## config.mk

```make
export PLATFORM = sky130hd
export DESIGN_NAME = linear_block_encode_syndrome_decode
export DESIGN_NICKNAME = d
export VERILOG_FILES = /design/src/rtl/lbc_pkg.sv /design/src/rtl/lbc_front.sv /design/src/rtl/lbc_queue.sv /design/src/rtl/lbc_back.sv /design/src/rtl/linear_block_encode_syndrome_decode.sv
export SDC_FILE = /design/constraint.sdc
export NUM_CORES = 1
export LEC_CHECK = 0
export ABC_AREA = 0
export BUFFER_PORTS_ARGS = -buffer_cell sky130_fd_sc_hd__buf_4
export CORE_MARGIN = 2
export CORE_UTILIZATION = 48
export CTS_CLUSTER_SIZE = 12
export DETAILED_ROUTE_END_ITERATION = 16
export PLACE_DENSITY = 0.74
export SLEW_MARGIN = 40
export SYNTH_ARGS = -nofsm -noshare
export SYNTH_HDL_FRONTEND = slang
export SYNTH_SLANG_ARGS = --single-unit
```

## constraint.sdc

```tcl
create_clock -name clk -period 25.4 [get_ports clk]
set_input_delay 5.08 -clock clk [delete_from_list [all_inputs] [get_ports clk]]
set_output_delay 5.08 -clock clk [all_outputs]
set_load 0.03 [all_outputs]
```

## src/rtl/lbc_pkg.sv

```systemverilog
// Package: shared types, register indexes and size helper for the linear block codec.
package lbc_pkg;

  localparam int MAX_CODE_BITS    = 16;
  localparam int MAX_MESSAGE_BITS = 8;
  localparam int MAX_PARITY_BITS  = 8;
  localparam int ROW_STRIDE       = 8;

  // Configuration register indexes
  localparam logic [1:0] CFG_CODE_LENGTH    = 2'd0;
  localparam logic [1:0] CFG_MESSAGE_LENGTH = 2'd1;
  localparam logic [1:0] CFG_PARITY_MATRIX  = 2'd2;

  // Operation codes
  localparam logic FUNC_ENCODE = 1'b0;
  localparam logic FUNC_DECODE = 1'b1;

  localparam logic [4:0] CODE_LENGTH_RST    = 5'd7;
  localparam logic [3:0] MESSAGE_LENGTH_RST = 4'd4;
  localparam logic [63:0] PARITY_MATRIX_RST = 64'd84346371;

  typedef struct packed {
    logic        func;
    logic [7:0]  message_bits;
    logic [15:0] received_bits;
  } lbc_in_t;

  typedef struct packed {
    logic [15:0] codeword;
    logic [7:0]  syndrome;
    logic [4:0]  error_position;
    logic        uncorrectable;
    logic [15:0] corrected_word;
    logic [7:0]  message_out;
  } lbc_out_t;

  // Effective code sizes after saturation
  typedef struct packed {
    logic [4:0] n;
    logic [3:0] k;
    logic [3:0] r;
  } lbc_sizes_t;

  // One classified item between front and back
  typedef struct packed {
    logic        func;
    logic [3:0]  k;
    logic [3:0]  r;
    logic [15:0] word;   // codeword when encoding, masked received word when decoding
    logic [7:0]  check;  // syndrome when decoding
  } lbc_work_t;

  // Queue status seen by front and back
  typedef struct packed {
    logic valid;
    logic full;
  } lbc_qstat_t;

  function automatic lbc_sizes_t lbc_sizes(input logic [4:0] code_length,
                                           input logic [3:0] message_length);
    logic [4:0] n;
    logic [4:0] k;
    lbc_sizes_t s;
    n = code_length;
    k = {1'b0, message_length};
    if (n < 5'd2) n = 5'd2;
    if (n > 5'(MAX_CODE_BITS)) n = 5'(MAX_CODE_BITS);
    if (k < 5'd1) k = 5'd1;
    if (k > 5'(MAX_MESSAGE_BITS)) k = 5'(MAX_MESSAGE_BITS);
    if (k > n - 5'd1) k = n - 5'd1;
    if (n - k > 5'(MAX_PARITY_BITS)) k = n - 5'(MAX_PARITY_BITS);
    s.n = n;
    s.k = k[3:0];
    s.r = 4'(n - k);
    return s;
  endfunction

endpackage

```

## src/rtl/lbc_front.sv

```systemverilog
// Front end: register accepted items, mask inputs and form parity or syndrome bits.
module lbc_front import lbc_pkg::*; (
  input  logic        clk,
  input  logic        rst,
  input  logic        accept,
  input  lbc_in_t     item,
  input  lbc_sizes_t  sizes,
  input  logic [63:0] parity_matrix,
  input  lbc_qstat_t  qstat,
  output logic        push,
  output lbc_work_t   entry
);

  logic    hold_valid;
  lbc_in_t hold_item;

  logic [15:0] v;
  logic [15:0] v_shift;
  logic [7:0]  m;
  logic [7:0]  data8;
  logic [7:0]  par;
  logic [7:0]  pcol;

  assign push = hold_valid && !qstat.full;

  always_ff @(posedge clk) begin
    if (rst) begin
      hold_valid <= 1'b0;
    end else if (accept) begin
      hold_valid <= 1'b1;
    end else if (push) begin
      hold_valid <= 1'b0;
    end
    if (accept) begin
      hold_item <= item;
    end
  end

  always_comb begin
    for (int b = 0; b < 16; b++) begin
      v[b] = hold_item.received_bits[b] && (5'(b) < sizes.n);
    end
    for (int j = 0; j < 8; j++) begin
      m[j] = hold_item.message_bits[j] && (4'(j) < sizes.k);
    end
    v_shift = v >> sizes.r;
    data8   = (hold_item.func == FUNC_DECODE) ? v_shift[7:0] : m;
    pcol    = '0;
    for (int i = 0; i < 8; i++) begin
      for (int j = 0; j < 8; j++) begin
        pcol[j] = parity_matrix[j * ROW_STRIDE + i];
      end
      par[i] = (4'(i) < sizes.r) &&
               ((^(data8 & pcol)) ^ ((hold_item.func == FUNC_DECODE) && v[i]));
    end
    entry.func  = hold_item.func;
    entry.k     = sizes.k;
    entry.r     = sizes.r;
    entry.check = par;
    if (hold_item.func == FUNC_DECODE) begin
      entry.word = v;
    end else begin
      entry.word = {8'b0, par} | ({8'b0, m} << sizes.r);
    end
  end

endmodule

```

## src/rtl/lbc_queue.sv

```systemverilog
// Two-entry queue between front and back.
module lbc_queue import lbc_pkg::*; (
  input  logic       clk,
  input  logic       rst,
  input  logic       push,
  input  lbc_work_t  wr_data,
  input  logic       pop,
  output lbc_qstat_t qstat,
  output lbc_work_t  rd_data
);

  lbc_work_t  slots [2];
  logic       wr_ptr;
  logic       rd_ptr;
  logic [1:0] count;

  assign qstat.valid = (count != 2'd0);
  assign qstat.full  = (count == 2'd2);
  assign rd_data     = slots[rd_ptr];

  always_ff @(posedge clk) begin
    if (rst) begin
      wr_ptr <= 1'b0;
      rd_ptr <= 1'b0;
      count  <= 2'd0;
    end else begin
      if (push) begin
        wr_ptr <= ~wr_ptr;
      end
      if (pop && qstat.valid) begin
        rd_ptr <= ~rd_ptr;
      end
      count <= count + 2'(push) - 2'(pop && qstat.valid);
    end
    if (push) begin
      slots[wr_ptr] <= wr_data;
    end
  end

endmodule

```

## src/rtl/lbc_back.sv

```systemverilog
// Back end: match the syndrome against columns of H, correct, register the result.
module lbc_back import lbc_pkg::*; (
  input  logic        clk,
  input  logic        rst,
  input  lbc_qstat_t  qstat,
  input  lbc_work_t   entry,
  input  logic [63:0] parity_matrix,
  output logic        pop,
  output logic        done,
  output lbc_out_t    result
);

  logic [7:0]  syn;
  logic [7:0]  rmask;
  logic [2:0]  bit_idx;
  logic        row_hit;
  logic [2:0]  row_idx;
  logic [4:0]  err_pos;
  logic        uncorr;
  logic [4:0]  flip_pos;
  logic [15:0] corrected;
  logic [15:0] corr_shift;
  lbc_out_t    res_next;

  // The result side never stalls: drain one entry a cycle
  assign pop = qstat.valid;

  always_comb begin
    syn = (entry.func == FUNC_DECODE) ? entry.check : 8'b0;
    for (int i = 0; i < 8; i++) begin
      rmask[i] = (4'(i) < entry.r);
    end
    bit_idx = '0;
    for (int i = 0; i < 8; i++) begin
      if (syn[i]) bit_idx = 3'(i);
    end
    row_hit = 1'b0;
    row_idx = '0;
    for (int j = 7; j >= 0; j--) begin
      if ((4'(j) < entry.k) &&
          ((parity_matrix[j * ROW_STRIDE +: 8] & rmask) == syn)) begin
        row_hit = 1'b1;
        row_idx = 3'(j);
      end
    end
    err_pos = 5'd0;
    uncorr  = 1'b0;
    if (syn != 8'b0) begin
      if ($onehot(syn)) begin
        err_pos = {2'b0, bit_idx} + 5'd1;
      end else if (row_hit) begin
        err_pos = {1'b0, entry.r} + {2'b0, row_idx} + 5'd1;
      end else begin
        uncorr = 1'b1;
      end
    end
    flip_pos   = err_pos - 5'd1;
    corrected  = entry.word ^ ((err_pos != 5'd0) ? (16'd1 << flip_pos[3:0]) : 16'd0);
    corr_shift = corrected >> entry.r;

    res_next = '0;
    if (entry.func == FUNC_DECODE) begin
      res_next.syndrome       = syn;
      res_next.error_position = err_pos;
      res_next.uncorrectable  = uncorr;
      res_next.corrected_word = corrected;
      res_next.message_out    = corr_shift[7:0];
    end else begin
      res_next.codeword = entry.word;
    end
  end

  always_ff @(posedge clk) begin
    if (rst) begin
      done <= 1'b0;
    end else begin
      done <= qstat.valid;
    end
    if (qstat.valid) begin
      result <= res_next;
    end
  end

endmodule

```

## src/rtl/linear_block_encode_syndrome_decode.sv

```systemverilog
// Top level: systematic (n,k) linear block encoder and single-error syndrome decoder.
//
//   channel  signals                                  handshake
//   -------  ---------------------------------------  -------------------------------
//   item     start, busy, item (lbc_in_t)             beat when start && !busy
//   result   done, result (lbc_out_t)                 beat on every cycle done is high
//   config   cfg_valid, cfg_ready, cfg_index, cfg_data beat when cfg_valid && cfg_ready
//
// One item per cycle sustained. Each beat on the item side passes the input
// register, then the two-entry queue, then the output register after the column
// match. The result side cannot stall, so the queue drains every cycle and busy is
// high only during reset. Synchronous reset restores the default (7,4) code and
// empties the pipeline.
module linear_block_encode_syndrome_decode import lbc_pkg::*; (
  input  logic        clk,
  input  logic        rst,
  // item channel
  input  logic        start,
  output logic        busy,
  input  lbc_in_t     item,
  // result channel
  output logic        done,
  output lbc_out_t    result,
  // configuration channel
  input  logic        cfg_valid,
  output logic        cfg_ready,
  input  logic [1:0]  cfg_index,
  input  logic [63:0] cfg_data
);

  logic [4:0]  code_length;
  logic [3:0]  message_length;
  logic [63:0] parity_matrix;

  lbc_sizes_t sizes;
  lbc_qstat_t qstat;
  lbc_work_t  push_entry;
  lbc_work_t  pop_entry;
  logic       accept;
  logic       push;
  logic       pop;

  // Hold off items in reset and whenever the queue cannot take the held item
  assign busy      = rst || qstat.full;
  assign accept    = start && !busy;
  assign cfg_ready = !rst;

  // Configuration registers; writes to unknown indexes drop silently
  always_ff @(posedge clk) begin
    if (rst) begin
      code_length    <= CODE_LENGTH_RST;
      message_length <= MESSAGE_LENGTH_RST;
      parity_matrix  <= PARITY_MATRIX_RST;
    end else if (cfg_valid && cfg_ready) begin
      case (cfg_index)
        CFG_CODE_LENGTH:    code_length    <= cfg_data[4:0];
        CFG_MESSAGE_LENGTH: message_length <= cfg_data[3:0];
        CFG_PARITY_MATRIX:  parity_matrix  <= cfg_data;
        default: ;
      endcase
    end
  end

  // Saturate n and k to the supported ranges
  assign sizes = lbc_sizes(code_length, message_length);

  lbc_front u_front (
    .clk          (clk),
    .rst          (rst),
    .accept       (accept),
    .item         (item),
    .sizes        (sizes),
    .parity_matrix(parity_matrix),
    .qstat        (qstat),
    .push         (push),
    .entry        (push_entry)
  );

  lbc_queue u_queue (
    .clk    (clk),
    .rst    (rst),
    .push   (push),
    .wr_data(push_entry),
    .pop    (pop),
    .qstat  (qstat),
    .rd_data(pop_entry)
  );

  lbc_back u_back (
    .clk          (clk),
    .rst          (rst),
    .qstat        (qstat),
    .entry        (pop_entry),
    .parity_matrix(parity_matrix),
    .pop          (pop),
    .done         (done),
    .result       (result)
  );

`ifndef NO_ASSERTIONS
  // Every accepted item yields its result through the pipeline
  a_latency: assert property (@(posedge clk) disable iff (rst)
    accept |-> ##3 done)
    else $error("accepted item produced no result on time");

  // No result without a matching accepted item
  a_no_phantom: assert property (@(posedge clk) disable iff (rst)
    done |-> $past(accept, 3))
    else $error("result without a matching accepted item");

  // An uncorrectable word has a nonzero syndrome and no flipped position
  a_uncorr: assert property (@(posedge clk) disable iff (rst)
    (done && result.uncorrectable) |->
      (result.syndrome != 8'd0 && result.error_position == 5'd0))
    else $error("uncorrectable flag inconsistent with syndrome");

  // A reported correction has a nonzero syndrome and is not marked uncorrectable
  a_one_flip: assert property (@(posedge clk) disable iff (rst)
    (done && result.error_position != 5'd0) |->
      (!result.uncorrectable && result.syndrome != 8'd0))
    else $error("correction reported with zero syndrome");
`endif

endmodule
```

Word level (Yosys, flattened, before mapping)
Memories as Yosys holds them, arrays and structs flattened. A register that Yosys moved wholly into a read port is not among the register bits.
Cells that the tools add are included.

word-level totals
  bits in registers = 158
  bits in writable memories = 66
  bits of input ports = 95
  output and inout port bits = 57
  logic and storage cells = 250
  memories = 1

cells by class
  $add $sub $neg = 17
  $lt $le $gt $ge = 54
  equal/unequal tests = 12
  shifts and indexed selects = 4
  multiplexer cells = 43
  bitwise logic cells = 30
  reductions and logical operators = 72

memories
  name           depth  bits a word  rd ports  clocked after Yosys merged registers in  wr ports  RTL line         text
  u_queue.slots  2      33           1         1                                        1         lbc_queue.sv:12  lbc_work_t slots [2];

operators with widths
  operator                number
  $and A8 B8 Y8           16
  $eq A8 B8 Y1            8
  $lt A3 B4 Y1 const A    16
  $reduce_xor A8 Y1       8
  $logic_and A1 B1 Y1     51
  $mux W3                 14
  $lt A4 B5 Y1 const A    8
  $mux W5                 7
  $lt A1 B4 Y1 const A    8
  $lt A2 B4 Y1 const A    8
  $mux W16                2
  $shr A16 B4 Y8          2
  $lt A3 B5 Y1 const A    4
  $mux W1                 16
  $mux W8                 2
  $or A8 B16 Y16          1
  $shl A1 B4 Y16 const A  1
  $shl A8 B4 Y16          1
  $xor A16 B16 Y16        1
  $add A4 B4 Y4           3
  $gt A5 B4 Y1 const B    2
  $lt A1 B5 Y1 const A    2
  $lt A2 B5 Y1 const A    2
  $add A1 B1 Y2           4
  28 further kinds        45

Logic depth before layout (Yosys ltp)
  depth after elaboration = 22
  gate-level depth with buffers = 39
  mapped depth without buffers = 36

Modules after synthesis
A second synthesis with hierarchy kept.

unflattened totals
  cell total of the unflattened synthesis = 1,579
  area, all modules = 14,792.9 um^2

by module, submodules not included
  module                               instances  cells each  area each (um^2)  seq. area each (um^2)
  lbc_back                             1          573         5,129.9           1,641.6
  lbc_front                            1          479         3,779.9           770.7
  linear_block_encode_syndrome_decode  1          401         3,128.0           1,461.4
  lbc_queue                            1          126         2,755.1           2,082.0

Worst setup path before layout
Ideal clock, no wire load.

  path kind = input port to output port
  start point = input rst
  end point = output busy
  data arrival time = 6.037 ns
  data required time = 20.320 ns
  slack = 14.283 ns
  cell stages on the path = 3
  path buffers = 1
  cell sequence = inv_1 -> clkbuf_1 -> nand2_1

on the way
  longest elaborated chain between the ends = 1

ends and longest elaborated chain
  element             RTL line                                   text
  from (decl)         linear_block_encode_syndrome_decode.sv:16  input logic rst,
  $logic_or A1 B1 Y1  linear_block_encode_syndrome_decode.sv:44  assign busy = rst || qstat.full;
  to (decl)           linear_block_encode_syndrome_decode.sv:19  output logic busy,

No other way between the ends.

Worst setup path after layout
Ends and elaborated chain as after synthesis.

==> results by group <==
Clock tree
  • H-tree levels: 1
  • Clock Sinks: 225
  • Worst-Skew Late Latency: 0.54 ns
  • Cts repair resizes: 0
  • Post-CTS Setup Bufs: 0
  • CTS clk-pin slew, worst paths: 0.05 ns
  • Hold Buf Count CTS: 0
  • CTS tree: done
  • Max Buffers Root-to-Sink: 3
  • CTS Buf Count: 26
  • Root buf cell: clkbuf_16

Pwr
  • Switching part of the total: 0.412
  • Sw power: 0.630 mW
  • Reg power frac: 0.294
  • Clk pwr share: 0.241
  • Tot Pwr: 1.53 mW
  • Maximum vdd drop: 66.3 uV
  • Comb power frac: 0.465
  • P_leak: 6.27 nW
  • Pwr Density: 93.1 nW/um^2
  • Int Power: 0.899 mW

Yosys
  • Synth Area per Inst: 9.24 um^2
  • Synth Area in Adders: 0.0345
  • Synth warn: 0
  • Largest cells by area after synthesis: edfxtp_1 31%, dfxtp_1 11%, nand2_1 7.6%, xnor2_1 4.7%, a21oi_1 3.9%
  • Simple-Gate Fraction of Synth Area: 0.195
  • Number of synthesized flops with an enable pin: 145
  • #FFs+latches synth: 225
  • Most frequent cell after synthesis: nand2_1
  • Leading area contributor after synthesis: edfxtp_1
  • Yosys top cell area share: 0.307
  • Synthesized area: 14200 um^2
  • Ys flop type: edfxtp_1
  • Post-synthesis mux area share: 0.0494
  • XOR/XNOR share of the synthesized area: 0.0819
  • Synth unique cells: 101
  • Seq/Total Area, Yosys: 0.419
  • Cells after Synth: 1537
  • Syn_nets: 1667
  • Top cells by count, synth: 287 x nand2_1, 145 x edfxtp_1, 114 x nor2_1
  • Ys async rst share: 0
  • Synth Area in Compound Gates: 0.178
  • Largest family of logic cells by synthesized area: simple AND/OR/NAND/NOR gates

STA
  • Final Critical Period: 11.45 ns
  • F_max: 0.0873 GHz
  • RSZ-0062 raised after global routing: no
  • Slew at the pin with the worst max-slew slack: 0.843 ns
  • Endpoints failing setup: 0
  • Final hold violation count: 0
  • Final max-slew violation count: 0
  • Total Negative Setup Slacks: 0 ns
  • Final worst clock skew: 0.00830 ns
  • Final period utilization: 0.451
  • Slew headroom: 0.436

Drt
  • Post-DR wirelength/cell: 21.5 um
  • # DRC: 0
  • First DRT Iteration DRCs: 1413
  • Vias: 12400
  • Via density: 6.06
  • TritonRoute pass-1 iters: 7
  • Routed Antenna Nets: 0
  • Post-Route WL: 44.0 mm

Floorplanning
  • Die W: 176 um
  • Core footprint: 28900 um^2
  • Die height: 176 um
  • Starting Density: 0.491
  • Die area: 31000 um^2
  • Row count: 62
  • I/O pins: 152

Placement
  • I/O Buffers: 151
  • Final GP Congestion: 1.01
  • Hpwl dp: 33.2 mm

GRT
  • Vias in the first global route: 11600
  • Grt total ovfl: 0
  • Gr usage total: 0.281
  • Maximum number of pins on one net before global-route repair: 69
  • First-pass GRT wire length: 66.8 mm
  • Antenna violations before repair: 2

Layout
  • Final core utilization: 0.568
  • Area growth from synthesis to layout: 15.6%
  • Ant diodes: 0
  • Layout fillers: 2578
  • Final #Nets: 1775
  • Share of layout cells above drive strength 1: 0.164

Setup path
  • R2r startpoint: code_length[4]
  • Critical Path RT: 20.32 ns
  • Arr. time, crit path: 6.37 ns
  • CP Launch Point: rst
  • Worst setup EP type: primary output
  • Worst Setup Start Kind: primary input
  • Worst-path fanout max: 68
  • Critical path type: in -> out

Run status
  • Run status: completed

Flow run
  • Max_cap viols: 0

Min path
  • Min-delay src: u_front.hold_valid
  • Class of the worst hold path: reg -> reg
==> placed cells by master, fill, tap and decap left out, drive strengths merged, types with 11 or more instances in the layout <==
| cell type | count |
|---|---|
| and3 | 12 |
| ha | 28 |
| nand2b | 11 |
| o2111ai | 11 |
| clkbuf | 41 |
| nand3 | 56 |
| edfxtp | 145 |
| xor2 | 26 |
| nor3 | 25 |
| o22ai | 15 |
| nor3b | 11 |
| and2 | 20 |
| nand4 | 18 |
| mux2i | 44 |
| a21boi | 11 |
| xnor3 | 12 |
| o21ai | 54 |
| a21o | 21 |
| a211oi | 21 |
| a21oi | 112 |
| dfxtp | 80 |
| o211ai | 16 |
| a31oi | 13 |
| inv | 54 |
| xnor2 | 76 |
| nand2 | 289 |
| buf | 165 |
| a22oi | 11 |
| nor2b | 13 |
| nor2 | 114 |
==> flip-flops by register name (all words and copies together) (netlist names), named ones only <==
signal and flops:
u_queue.wr_ptr 1, message_length 4, u_back.result 54, u_front.entry 1, u_queue.slots 66, u_queue.count 2
u_queue.rd_ptr 1, u_back.done 1, u_front.hold_item 24, code_length 5, u_front.hold_valid 1, parity_matrix 64
==> path summary, 6_finish.rpt <==
check,slack [ns],endpoint,depth (start not counted)
min reg2reg,0.49,u_queue.count[0],2
min,0.49,u_queue.count[0],2
max reg2reg,15.29,u_queue.slots[0][13],30
max,13.95,busy,4
==> area by class of cell <==
| cell class | instances | area, um^2 | area share |
|---|---|---|---|
| multi-input combinational | 1173 | 7690 | 0.468 |
| sequential | 225 | 5960 | 0.363 |
| timing repair buffer | 165 | 1240 | 0.0754 |
| inverter | 54 | 205 | 0.0125 |
| tap | 384 | 480 | 0.0293 |
| clock inverter | 7 | 80.1 | 0.00488 |
| clock buffer | 41 | 771 | 0.0469 |
==> critical path, cell delays in order <==
cell,delay (ns)
buf_4,0.51
inv_1,0.45
nand2_1,0.15
buf_4,0.17
==> power groups by stage <==
| stage | Clock [mW] | Sequential [mW] | Combinational [mW] |
|---|---|---|---|
| after detailed placement | 0 | 0.457 | 0.692 |
| after CTS | 0.373 | 0.449 | 0.695 |
| final | 0.368 | 0.450 | 0.711 |
| after global routing | 0.388 | 0.452 | 0.768 |
| after floorplan | 0 | 0.460 | 0.510 |
| after global placement | 0 | 0.456 | 0.685 |
==> metal layers <==
metal,vias up,global-route usage,share of wire
li1,5760,-,-
met1,5951,0.376,0.41
met2,577,0.456,0.46
met3,121,0.0482,0.084
met4,4,0.111,0.044
met5,-,0,0.00061
==> per-stage QoR <==
step | cell area (um^2) | setup WS, ns | hold slack (ns) | cells
floorplan | 14200 | 14.28 | 0.441 | 1537
global placement | 15500 | 13.97 | 0.472 | 2001
detailed placement | 15600 | 13.97 | 0.483 | 2001
CTS | 16400 | 13.96 | 0.491 | 2049
global route | 16400 | 13.84 | 0.516 | 2049
finish | 16400 | 13.95 | 0.495 | 2049
==> logic make-up (layout without fill, tap and decap cells) <==
logic type / Yosys count / count (layout)
simple gates: 604 / 604
compound gates: 363 / 363
flops: 225 / 225
buf+inv: 139 / 267
xor+xnor: 114 / 114
mux: 57 / 57
fa+ha+maj: 35 / 35
Power figures use the tool's default switching activity.
